File: src/sv/priority_schedule_wait_times_assert.svh
// Assertion macros for the priority scheduler block.
// Used by the top level only; no other dependencies.
`ifndef PRIORITY_SCHEDULE_WAIT_TIMES_ASSERT_SVH
`define PRIORITY_SCHEDULE_WAIT_TIMES_ASSERT_SVH

// same-cycle implication
`define PSW_ASSERT_NOW(lbl, clk, rst, ante, cons) \
   lbl: assert property (@(posedge clk) disable iff (rst) (ante) |-> (cons)) \
      else $error("psw check failed");

// next-cycle implication
`define PSW_ASSERT_NEXT(lbl, clk, rst, ante, cons) \
   lbl: assert property (@(posedge clk) disable iff (rst) (ante) |=> (cons)) \
      else $error("psw check failed");

`endif

File: src/sv/psw_pkg.sv
// Package for the priority scheduler: record layout, widths, defaults.
// No dependencies.
package psw_pkg;

   localparam int MAX_PROCS_DEF = 16;

   localparam int REC_W   = 48;
   localparam int WAIT_W  = 21;
   localparam int SUMW_W  = 25;
   localparam int SUMT_W  = 20;
   localparam int RSP_W   = 120;

   // stored record, process number in the lowest bits (same as req_tdata)
   typedef struct packed {
      logic [15:0] arrive;
      logic [7:0]  prio;
      logic [15:0] burst;
      logic [7:0]  pid;
   } rec_type;

   // run order: lower priority value first, then earlier arrival
   function automatic logic runs_first(input rec_type a, input rec_type b);
      logic res;
      res = (a.prio < b.prio) || ((a.prio == b.prio) && (a.arrive < b.arrive));
      return res;
   endfunction

endpackage

File: src/sv/psw_ram.sv
// Generic single-port-write, single-port-read RAM with registered read.
// No dependencies.
module psw_ram #(
   parameter int WIDTH = 8,
   parameter int DEPTH = 16
) (
   input  logic                                   clock,
   input  logic                                   wr_en,
   input  logic [((DEPTH > 1) ? $clog2(DEPTH) : 1)-1:0] wr_addr,
   input  logic [WIDTH-1:0]                       wr_data,
   input  logic [((DEPTH > 1) ? $clog2(DEPTH) : 1)-1:0] rd_addr,
   output logic [WIDTH-1:0]                       rd_data
);

   logic [WIDTH-1:0] mem [DEPTH];
   logic [WIDTH-1:0] rd_data_ff;

   always_ff @(posedge clock) begin
      if (wr_en) begin
         mem[wr_addr] <= wr_data;
      end
      rd_data_ff <= mem[rd_addr];
   end

   assign rd_data = rd_data_ff;

endmodule

File: src/sv/priority_schedule_wait_times.sv
// Non-preemptive priority scheduler: computes per-process wait times.
// Depends on psw_pkg, psw_ram and priority_schedule_wait_times_assert.svh.
//
//  channel | dir | tdata fields (low bit up)                          | tlast / tuser
//  req     | in  | proc_id, burst_len, prio, arrive_at                | last_record / -
//  rsp     | out | out_proc_id, out_burst, out_prio, out_arrival,     | final_result / dropped
//          |     | wait_ticks, sum_wait, sum_time, 6 bits zero pad    |
//
// Loading takes one word per cycle into the record RAM.
// After the closing word the set is ordered by repeated scans of the record RAM:
// each scan reads all n entries, n scans for the run order, then n scans for
// output order, each output scan followed by a send state that waits out any stall.
// Input is taken again once the last word has gone into the output register.
// Reset is synchronous; RAM contents are not cleared. Output stalls hold the scan.
`include "priority_schedule_wait_times_assert.svh"

module priority_schedule_wait_times #(
   parameter int MAX_PROCS = psw_pkg::MAX_PROCS_DEF
) (
   input  logic                     clock,
   input  logic                     reset,
   input  logic                     req_tvalid,
   output logic                     req_tready,
   input  logic [47:0]              req_tdata,  // proc_id, burst_len, prio, arrive_at
   input  logic                     req_tlast,  // last_record
   output logic                     rsp_tvalid,
   input  logic                     rsp_tready,
   // out_proc_id, out_burst, out_prio, out_arrival, wait_ticks, sum_wait, sum_time
   output logic [psw_pkg::RSP_W-1:0] rsp_tdata,
   output logic                     rsp_tlast,  // final_result
   output logic                     rsp_tuser   // dropped
);

   localparam int IDX_W = (MAX_PROCS > 1) ? $clog2(MAX_PROCS) : 1;
   localparam int CNT_W = $clog2(MAX_PROCS + 1);
   localparam int PAD_W = psw_pkg::RSP_W - 48 - psw_pkg::WAIT_W - psw_pkg::SUMW_W
                          - psw_pkg::SUMT_W;

   typedef enum logic [1:0] {
      LOAD,
      RUN_SCAN,
      OUT_SCAN,
      OUT_SEND
   } state_type;

   state_type state_ff, state_in;
   logic [CNT_W-1:0] cnt_ff, cnt_in;
   logic             ovf_ff, ovf_in;
   logic [CNT_W-1:0] pass_ff, pass_in;
   logic [CNT_W-1:0] iss_ff, iss_in;
   logic             cmp_vld_ff, cmp_vld_in;
   logic [IDX_W-1:0] cmp_idx_ff, cmp_idx_in;
   logic             have_ff, have_in;
   logic [IDX_W-1:0] best_idx_ff, best_idx_in;
   psw_pkg::rec_type best_rec_ff, best_rec_in;
   logic [MAX_PROCS-1:0] done_ff, done_in;
   logic [psw_pkg::SUMW_W-1:0] start_ff, start_in;
   logic [psw_pkg::SUMW_W-1:0] sumw_ff, sumw_in;
   logic                        rsp_vld_ff, rsp_vld_in;
   logic [psw_pkg::RSP_W-1:0]   rsp_data_ff, rsp_data_in;
   logic                        rsp_last_ff, rsp_last_in;
   logic                        rsp_drop_ff, rsp_drop_in;

   logic                       rec_we;
   logic [psw_pkg::REC_W-1:0]  rec_rdata;
   psw_pkg::rec_type           cand;
   logic                       wait_we;
   logic [psw_pkg::WAIT_W-1:0] wait_rdata;
   logic [psw_pkg::SUMW_W-1:0] diff;
   logic                       req_acc;
   logic                       scan_end;
   logic                       cand_better;
   logic                       slot_free;
   logic                       last_pass;

   // record and wait memories
   psw_ram #(.WIDTH(psw_pkg::REC_W), .DEPTH(MAX_PROCS)) u_rec_ram (
      .clock   (clock),
      .wr_en   (rec_we),
      .wr_addr (cnt_ff[IDX_W-1:0]),
      .wr_data (req_tdata),
      .rd_addr (iss_ff[IDX_W-1:0]),
      .rd_data (rec_rdata)
   );

   psw_ram #(.WIDTH(psw_pkg::WAIT_W), .DEPTH(MAX_PROCS)) u_wait_ram (
      .clock   (clock),
      .wr_en   (wait_we),
      .wr_addr (best_idx_ff),
      .wr_data (diff[psw_pkg::WAIT_W-1:0]),
      .rd_addr (best_idx_ff),
      .rd_data (wait_rdata)
   );

   assign cand      = psw_pkg::rec_type'(rec_rdata);
   assign req_tready = (state_ff == LOAD);
   assign req_acc   = req_tvalid && req_tready;
   assign rec_we    = req_acc && (cnt_ff < CNT_W'(MAX_PROCS));
   assign scan_end  = (iss_ff == cnt_ff) && !cmp_vld_ff;
   assign diff      = start_ff - {{(psw_pkg::SUMW_W-16){1'b0}}, best_rec_ff.arrive};
   assign wait_we   = (state_ff == RUN_SCAN) && scan_end;
   assign slot_free = !rsp_vld_ff || rsp_tready;
   assign last_pass = ((pass_ff + CNT_W'(1)) == cnt_ff);

   // candidate against current best, per scan kind
   always_comb begin
      if (state_ff == RUN_SCAN) begin
         cand_better = psw_pkg::runs_first(cand, best_rec_ff);
      end else begin
         cand_better = cand.pid < best_rec_ff.pid;
      end
   end

   // next-state logic
   always_comb begin
      state_in    = state_ff;
      cnt_in      = cnt_ff;
      ovf_in      = ovf_ff;
      pass_in     = pass_ff;
      iss_in      = iss_ff;
      cmp_vld_in  = 1'b0;
      cmp_idx_in  = iss_ff[IDX_W-1:0];
      have_in     = have_ff;
      best_idx_in = best_idx_ff;
      best_rec_in = best_rec_ff;
      done_in     = done_ff;
      start_in    = start_ff;
      sumw_in     = sumw_ff;
      rsp_vld_in  = rsp_vld_ff && !rsp_tready;
      rsp_data_in = rsp_data_ff;
      rsp_last_in = rsp_last_ff;
      rsp_drop_in = rsp_drop_ff;

      // scan: issue reads, compare returned entries
      if ((state_ff == RUN_SCAN) || (state_ff == OUT_SCAN)) begin
         if (iss_ff != cnt_ff) begin
            iss_in     = iss_ff + CNT_W'(1);
            cmp_vld_in = 1'b1;
         end
         if (cmp_vld_ff && !done_ff[cmp_idx_ff] && (!have_ff || cand_better)) begin
            have_in     = 1'b1;
            best_idx_in = cmp_idx_ff;
            best_rec_in = cand;
         end
      end

      unique case (state_ff)
         LOAD: begin
            if (req_acc) begin
               if (rec_we) begin
                  cnt_in = cnt_ff + CNT_W'(1);
               end else begin
                  ovf_in = 1'b1;
               end
               if (req_tlast) begin
                  state_in = RUN_SCAN;
                  iss_in   = '0;
                  pass_in  = '0;
                  have_in  = 1'b0;
                  done_in  = '0;
                  start_in = '0;
                  sumw_in  = '0;
               end
            end
         end
         RUN_SCAN: begin
            if (scan_end) begin
               start_in = start_ff + {{(psw_pkg::SUMW_W-16){1'b0}}, best_rec_ff.burst};
               sumw_in  = sumw_ff + diff;
               done_in[best_idx_ff] = 1'b1;
               iss_in   = '0;
               have_in  = 1'b0;
               if (last_pass) begin
                  state_in = OUT_SCAN;
                  pass_in  = '0;
                  done_in  = '0;
               end else begin
                  pass_in = pass_ff + CNT_W'(1);
               end
            end
         end
         OUT_SCAN: begin
            if (scan_end) begin
               done_in[best_idx_ff] = 1'b1;
               state_in = OUT_SEND;
            end
         end
         OUT_SEND: begin
            if (slot_free) begin
               rsp_vld_in  = 1'b1;
               rsp_last_in = last_pass;
               rsp_drop_in = ovf_ff;
               rsp_data_in = {{PAD_W{1'b0}},
                              (last_pass ? start_ff[psw_pkg::SUMT_W-1:0]
                                         : {psw_pkg::SUMT_W{1'b0}}),
                              (last_pass ? sumw_ff : {psw_pkg::SUMW_W{1'b0}}),
                              wait_rdata,
                              best_rec_ff};
               iss_in  = '0;
               have_in = 1'b0;
               if (last_pass) begin
                  state_in = LOAD;
                  cnt_in   = '0;
                  ovf_in   = 1'b0;
               end else begin
                  state_in = OUT_SCAN;
                  pass_in  = pass_ff + CNT_W'(1);
               end
            end
         end
         default: state_in = LOAD;
      endcase
   end

   // registers
   always_ff @(posedge clock) begin
      if (reset) begin
         state_ff   <= LOAD;
         cnt_ff     <= '0;
         ovf_ff     <= 1'b0;
         pass_ff    <= '0;
         iss_ff     <= '0;
         cmp_vld_ff <= 1'b0;
         have_ff    <= 1'b0;
         done_ff    <= '0;
         rsp_vld_ff <= 1'b0;
      end else begin
         state_ff   <= state_in;
         cnt_ff     <= cnt_in;
         ovf_ff     <= ovf_in;
         pass_ff    <= pass_in;
         iss_ff     <= iss_in;
         cmp_vld_ff <= cmp_vld_in;
         have_ff    <= have_in;
         done_ff    <= done_in;
         rsp_vld_ff <= rsp_vld_in;
      end
      cmp_idx_ff  <= cmp_idx_in;
      best_idx_ff <= best_idx_in;
      best_rec_ff <= best_rec_in;
      start_ff    <= start_in;
      sumw_ff     <= sumw_in;
      rsp_data_ff <= rsp_data_in;
      rsp_last_ff <= rsp_last_in;
      rsp_drop_ff <= rsp_drop_in;
   end

   assign rsp_tvalid = rsp_vld_ff;
   assign rsp_tdata  = rsp_data_ff;
   assign rsp_tlast  = rsp_last_ff;
   assign rsp_tuser  = rsp_drop_ff;

   // checks
   `PSW_ASSERT_NOW(a_cnt_max, clock, reset, 1'b1, cnt_ff <= CNT_W'(MAX_PROCS))
   `PSW_ASSERT_NOW(a_iss_range, clock, reset, 1'b1, iss_ff <= cnt_ff)
   `PSW_ASSERT_NOW(a_load_idle, clock, reset, req_tready, !cmp_vld_ff)
   `PSW_ASSERT_NEXT(a_set_close, clock, reset,
      (state_ff == OUT_SEND) && slot_free && last_pass, (cnt_ff == '0) && rsp_tlast)

endmodule

File: config.mk
export PLATFORM = sky130hd
export DESIGN_NAME = priority_schedule_wait_times
export DESIGN_NICKNAME = d
export VERILOG_FILES = /design/src/sv/psw_pkg.sv /design/src/sv/psw_ram.sv /design/src/sv/priority_schedule_wait_times.sv
export VERILOG_INCLUDE_DIRS = /design/src /design/src/sv
export SDC_FILE = /design/constraint.sdc
export NUM_CORES = 1
export LEC_CHECK = 0
export BUFFER_PORTS_ARGS = -buffer_cell sky130_fd_sc_hd__buf_2
export CORE_MARGIN = 2
export CORE_UTILIZATION = 43
export DETAILED_ROUTE_END_ITERATION = 8
export PLACE_DENSITY_LB_ADDON = 0.08
export SLEW_MARGIN = 20
export SYNTH_ARGS = -nofsm -noshare
export SYNTH_HDL_FRONTEND = slang
export SYNTH_SLANG_ARGS = --single-unit
File: constraint.sdc
create_clock -name clock -period 6.2 [get_ports clock]
set_clock_uncertainty 0.2 [all_clocks]
set_input_delay 0.31 -clock clock [delete_from_list [all_inputs] [get_ports clock]]
set_output_delay 0.31 -clock clock [all_outputs]
set_load 0.02 [all_outputs]
==> metrics.txt, run 1 <==
Cell Area, Synth=0.05570 sq mm; vias per cell=5.516; Max Slew Vio Count=0; CTS tree=yes; number of synthesized register bits=1432; Final Critical Period=5.613 ns; detailed-route DRC error count=0; slew margin rel.=24.58%; Starting DRT DRC Count=2158; Layout Cell Area excl Fill=0.06466 sq mm; initial antenna violation count=8; clock slew at reported path FFs=0.06 ns; Achievable Freq=178.1 MHz; pin count of the biggest net entering global routing=98; Die H=363.9 um; Startpoint Class=register; Cell Pwr Density=421.6 mW/mm^2; Synth Area per Inst=20.40 sq um; commonest non-fill, non-tap cell in the layout=edfxtp_1; Routed WL per cell=27.22 um; WP data arrival=5.93 ns; endpoint class of the critical path=register; Int Power=19.53 mW; Antenna Violating Nets Remaining=0; total wirelength of the detailed-routed design=134300 um; Psw=7.739 mW; Multi-input gate area=0.01343 sq mm; total CTS buffers=152; first-pass GRT wire length=194600 um; Crit Path Max Fanout=17; layout net count=3213; Clock Latency Late Sink=0.78 ns; Placer Congestion=0.8714; I/O Buffers=170; outcome=finished, final reports clean; Yosys warnings=0; Bufs and invs on worst path=0; Netlist cell types=63; Root Driver=clkbuf_16; number of max-cap violations=0; fraction of layout cells with a size suffix above 1=27.12%; Final Hold Viols=0; final worst-path cycle share=90.54%; GRT overflow=0; most frequent cells in the layout=edfxtp_1 (1322), mux4_2 (350), buf_2 (170), clkbuf_16 (157), nor2_1 (109); TNS Setup=0 ns; # fillers=10439; Flop pwr share=46.0%; Core Area=0.1290 sq mm; peak supply drop=0.3182 mV; Ports=177; CP Class=register to register; Max stage delay on crit path=0.64 ns; # setup viols final=0; # rows=132; sequential share of the synthesized area=75.23%; # Post-CTS Setup Buffers=0; Syn-to-layout area delta=16.10%; via count=27212; worst-path cell with the longest stage delay=xor2_2; Syn Inst Count=2730; ys flop type=edfxtp_1; fraction of registers with async set/reset=0%; Req. time, crit path=6.52 ns; vias in the first global route=28415; number of enable flip-flop cells after synthesis=1322; total track usage=20.54%; Reg area=0.04192 sq mm; switching part of the total=28.38%; first drt pass iteration count=5; die width=363.9 um; clock sinks=1432; CP Cell Sequence=ha_1 -> nor2b_1 -> o21ai_0 -> a21o_1 -> a311oi_1 -> a21oi_1 -> o211ai_1 -> nor3_1 -> xor2_2 -> ha_1 -> and4_1 -> and3_1 -> a21oi_1 -> nand3b_1 -> a41o_1 -> xnor2_1 -> and2_1; initial core utilization=43.18%; Top delay family on crit path=compound AO/OA/AOI/OAI gates; Clk pwr share=32.9%; H-tree depth=4; clock buffer depth=3; RSZ-0062 raised after global routing=no; LEAKAGE=21.13 nW; Slew @ Worst Pin=1.131 ns; HPWL after DPL=78670 um; die area=0.1324 sq mm; worst min path class=primary input to register; dpl cell area=0.05910 sq mm; combinational share of power=21.0%
[cells by family (layout without fill, tap and decap cells)]
group                      count (synthesis)  count (layout)  share of synthesized area [%]
other                                      1              11                       0.006733
adders and majority gates                 99              99                          2.264
xor gates and xnor gates                  64              64                          1.033
DFF                                     1432            1432                          75.23
muxes                                    355             355                          14.24
and+or+nand+nor                          389             389                          3.428
AOI/OAI and AO/OA                        218             218                          2.548
buffers and inverters                    172             623                          1.247
[layout make-up]
| class | count | area share (%) |
|---|---|---|
| Sequential cell | 1432 | 64.82 |
| Multi-Input combinational cell | 1131 | 20.76 |
| Clock buffer | 207 | 6.529 |
| Tap cell | 1742 | 3.371 |
| Timing Repair Buffer | 289 | 3.049 |
| Clock inverter | 72 | 1.122 |
| Inverter | 55 | 0.3270 |
| Antenna cell | 5 | 0.01935 |
[registers in the layout, indices dropped and copies added, names as in the netlist, 2 cells and up]
signal / flops
u_rec_ram.mem: 768
u_wait_ram.mem: 336
rsp_tdata: 114
best_rec_ff: 48
u_rec_ram.rd_data: 48
start_ff: 25
sumw_ff: 25
u_wait_ram.rd_data: 21
done_ff: 16
cnt_ff: 5
iss_ff: 5
pass_ff: 5
best_idx_ff: 4
cmp_idx_ff: 4
state_ff: 2
[worst paths after layout]
check                                       startpoint             to  slack (ns)  depth (start not counted)
worst min register to register  u_wait_ram.rd_data[14]  rsp_tdata[62]        0.20                          0
worst min-delay path                         req_tlast    start_ff[3]        0.18                          3
worst max-delay path                       start_ff[1]    sumw_ff[24]        0.59                         17
worst max register to register             start_ff[1]    sumw_ff[24]        0.59                         17
[layer usage]
layer | global-route usage (%) | routed length [um] | vias to the layer above
li1 | - | - | 11819
met1 | 26.68 | 55570 | 14496
met2 | 35.37 | 68830 | 696
met3 | 3.873 | 6702 | 197
met4 | 5.752 | 3154 | 4
met5 | 0 | 27 | -
[cells in the mapped netlist, types with 4 or more instances]
cell type | number | area share (%)
edfxtp_1 | 1322 | 71
mux4_2 | 350 | 14
nor2_1 | 134 | 0.90
dfxtp_1 | 110 | 4.0
ha_1 | 96 | 2.2
clkbuf_1 | 81 | 0.55
nand2_1 | 61 | 0.41
inv_1 | 55 | 0.37
and2_1 | 53 | 0.60
a21oi_1 | 46 | 0.41
o21ai_0 | 39 | 0.35
xor2_1 | 36 | 0.57
nor3_1 | 33 | 0.30
a31oi_1 | 31 | 0.35
nand3_1 | 29 | 0.26
a21o_1 | 27 | 0.36
xnor2_1 | 26 | 0.41
buf_1 | 19 | 0.13
nand2b_1 | 19 | 0.21
nor2b_1 | 18 | 0.20
and3_1 | 12 | 0.13
o211ai_1 | 12 | 0.16
a211oi_1 | 11 | 0.15
o21a_1 | 9 | 0.12
buf_2 | 8 | 0.072
buf_4 | 6 | 0.081
o31ai_1 | 6 | 0.081
or2_2 | 6 | 0.067
mux2i_1 | 5 | 0.090
o21bai_1 | 5 | 0.067
a2111oi_0 | 4 | 0.063
nand4_1 | 4 | 0.045
nand4b_1 | 4 | 0.063
[power groups by stage]
stage	Sequential (mW)	Clock (mW)	Combinational, mW
detailed placement	12.8	0	5.68
global route	12.6	9.57	6.35
global placement	12.7	0	5.48
finish	12.6	8.98	5.73
floorplan	12.6	0	3.88
CTS	12.6	9.19	5.73
[through the flow]
| stage | total power [mW] | util [%] | hold slack [ns] | std cells | setup slack (ns) |
|---|---|---|---|---|---|
| 2_1_floorplan | 16.47 | - | 0.1258 | 2735 | 1.057 |
| 3_3_place_gp | 18.22 | 45.75 | 0.1889 | 4591 | 0.5098 |
| 3_5_place_dp | 18.45 | 45.82 | 0.1902 | 4595 | 0.3967 |
| 4_1_cts | 27.49 | 50.07 | 0.1550 | 4927 | 0.3780 |
| 5_1_grt | 28.53 | 50.12 | 0.2068 | 4929 | 0.1682 |
| 6_report | 27.26 | 50.13 | 0.1818 | 4933 | 0.5867 |
[what timing repair did]
item,CTS,global route
endpoints found under the setup margin,0,1
hold buffers,53,0
hold endpoints to repair,789,0
gates resized for setup,0,1
[tightest hold or removal path, cell delays in order]
cell and delay, ns:
buf_2 0.07, a21boi_0 0.23, nor2b_4 0.33
(Power assumes the default switching activity.)
==> run 2: changes to the inputs <==
Settings changed: CTS_CLUSTER_SIZE set to 16.
Clock period 6.2 ns to 5 ns, I/O delays scaled along.
==> run 2 against run 1 <==
Clock power grew 22%. Fmax grew 19%. Wire length shrank 1.9%. Final cell count grew 0.32%. Core utilization grew 0.13 points. Via count is essentially flat. Final area grew 0.25%. Power grew 25%. Combinational power grew 31%. Critical endpoint unchanged.
==> metrics.txt, run 2 (same netlist as run 1, synthesis figures left out) <==
clock slew at reported path FFs=0.06 ns; post-layout power=34.02 mW; total track usage=20.14%; # setup viols final=0; Ports=177; Antenna Violating Nets Remaining=0; hold path depth=2; Core Area=0.1290 sq mm; Crit Path Max Fanout=3; Multi-input gate area=0.01335 sq mm; layout net count=3241; via count=27225; peak supply drop=0.4144 mV; Max Slew Vio Count=0; Slew @ Worst Pin=1.086 ns; Root Driver=clkbuf_16; r2r endpoint=sumw_ff[24]; fraction of layout cells with a size suffix above 1=27.68%; WP data arrival=5.01 ns; wl on met1=54710 um; pre-CTS WS=-0.01381 ns; Achievable Freq=212.5 MHz; first-pass GRT wire length=191700 um; number of max-cap violations=0; worst min path class=primary input to register; non-filler cells, final=4949; total wirelength of the detailed-routed design=131700 um; total CTS buffers=151; final worst-path cycle share=94.11%; die area=0.1324 sq mm; vias in the first global route=28534; GRT overflow=0; vias per cell=5.501; flop2flop setup slack=0.29 ns; HPWL after DPL=76730 um; Largest Register=u_rec_ram.mem; hold path startpoint=req_tdata[25]; Clock Latency Late Sink=0.77 ns; initial core utilization=43.18%; Die H=363.9 um; DR WL met2=67000 um; I/O Buffers=170; Routed WL per cell=26.61 um; clock buffer depth=3; Worst R2R Path Depth=21; Placer Congestion=0.8618; slew margin rel.=27.58%; Cell Pwr Density=524.8 mW/mm^2; clock sinks=1432; die width=363.9 um; Util after Layout=50.26%; commonest non-fill, non-tap cell in the layout=edfxtp_1; Syn-to-layout area delta=16.39%; # rows=132; RSZ-0062 raised after global routing=no; dpl cells=4623; initial antenna violation count=11; Hold WS=0.1965 ns; detailed-route DRC error count=0; final setup margin=0.2944 ns; LEAKAGE=21.24 nW; Req. time, crit path=5.30 ns; met3 wire length=6518 um; Final Critical Period=4.706 ns; Starting DRT DRC Count=2055; H-tree depth=4; Worst Hold Path EP=u_rec_ram.mem[7][25]; outcome=finished, final reports clean; # fillers=10382; max reg flops=768; most frequent cells in the layout=edfxtp_1 (1322), mux4_2 (350), buf_2 (170), clkbuf_16 (153), nor2_1 (110); Reg area=0.04192 sq mm; Critical R2R Launch=start_ff[0]; endpoint class of the critical path=register; first drt pass iteration count=5; Startpoint Class=register; CTS tree=yes; Final Hold Viols=0; CP Class=register to register; pin count of the biggest net entering global routing=96; max layer used=met5
run 2: worst max-delay path by stage:
stage,startpoint,endpoint,cells after the start
3_3_place_gp,start_ff[0],sumw_ff[23],21
5_1_grt,start_ff[0],sumw_ff[24],19
2_1_floorplan,state_ff[0],u_rec_ram.mem[0][0],6
4_1_cts,start_ff[0],sumw_ff[24],20
6_report,start_ff[0],sumw_ff[24],21
3_5_place_dp,start_ff[0],sumw_ff[23],18
run 2: area by class of cell:
type	count	area share, %
Tap cell	1742	3.362
Clock inverter	68	1.229
Sequential cell	1432	64.66
Multi-Input combinational cell	1131	20.60
Clock buffer	200	6.286
Antenna cell	3	0.01158
Timing Repair Buffer	318	3.526
Inverter	55	0.3262
run 2: what timing repair did:
action                                  4_1_cts  5_1_grt
resized for setup                             1        8
hold buffers                                 53        0
gates cloned                                  0        0
buffers inserted                              0        2
endpoints found under the setup margin        2       11
pin swaps                                     0        2
endpoints found under the hold margin       805        0
run 2: report_power, final:
group / internal [mW] / switching, mW
clock: 6.51 / 4.50
combinational: 2.82 / 4.67
sequential: 15.0 / 0.520
run 2: metal layers:
metal	GRT usage, %	vias up
met4	6.200	6
li1	-	11866
met1	26.07	14428
met3	3.819	232
met2	34.51	693
met5	0	-
run 2: critical path: stages (launching register included):
cell,delay [ns]
edfxtp_1,0.38
inv_1,0.07
ha_1,0.17
inv_1,0.06
fa_2,0.35
a21o_1,0.21
a2111oi_2,0.30
buf_4,0.17
or2_2,0.13
inv_1,0.04
a21oi_1,0.14
o21bai_1,0.09
xor2_1,0.23
ha_1,0.30
a41o_1,0.26
a2111o_1,0.39
a21o_1,0.19
nand3_1,0.12
nand3b_1,0.14
a41o_1,0.28
xnor2_1,0.11
and2_1,0.14
run 2: stage by stage:
stage	cell area [sq um]	setup TNS, ns
detailed placement	59360	-0.01381
floorplan	55720	-27.47
global route	64820	0
finish	64830	0
CTS	64760	0
global placement	59360	-0.1112
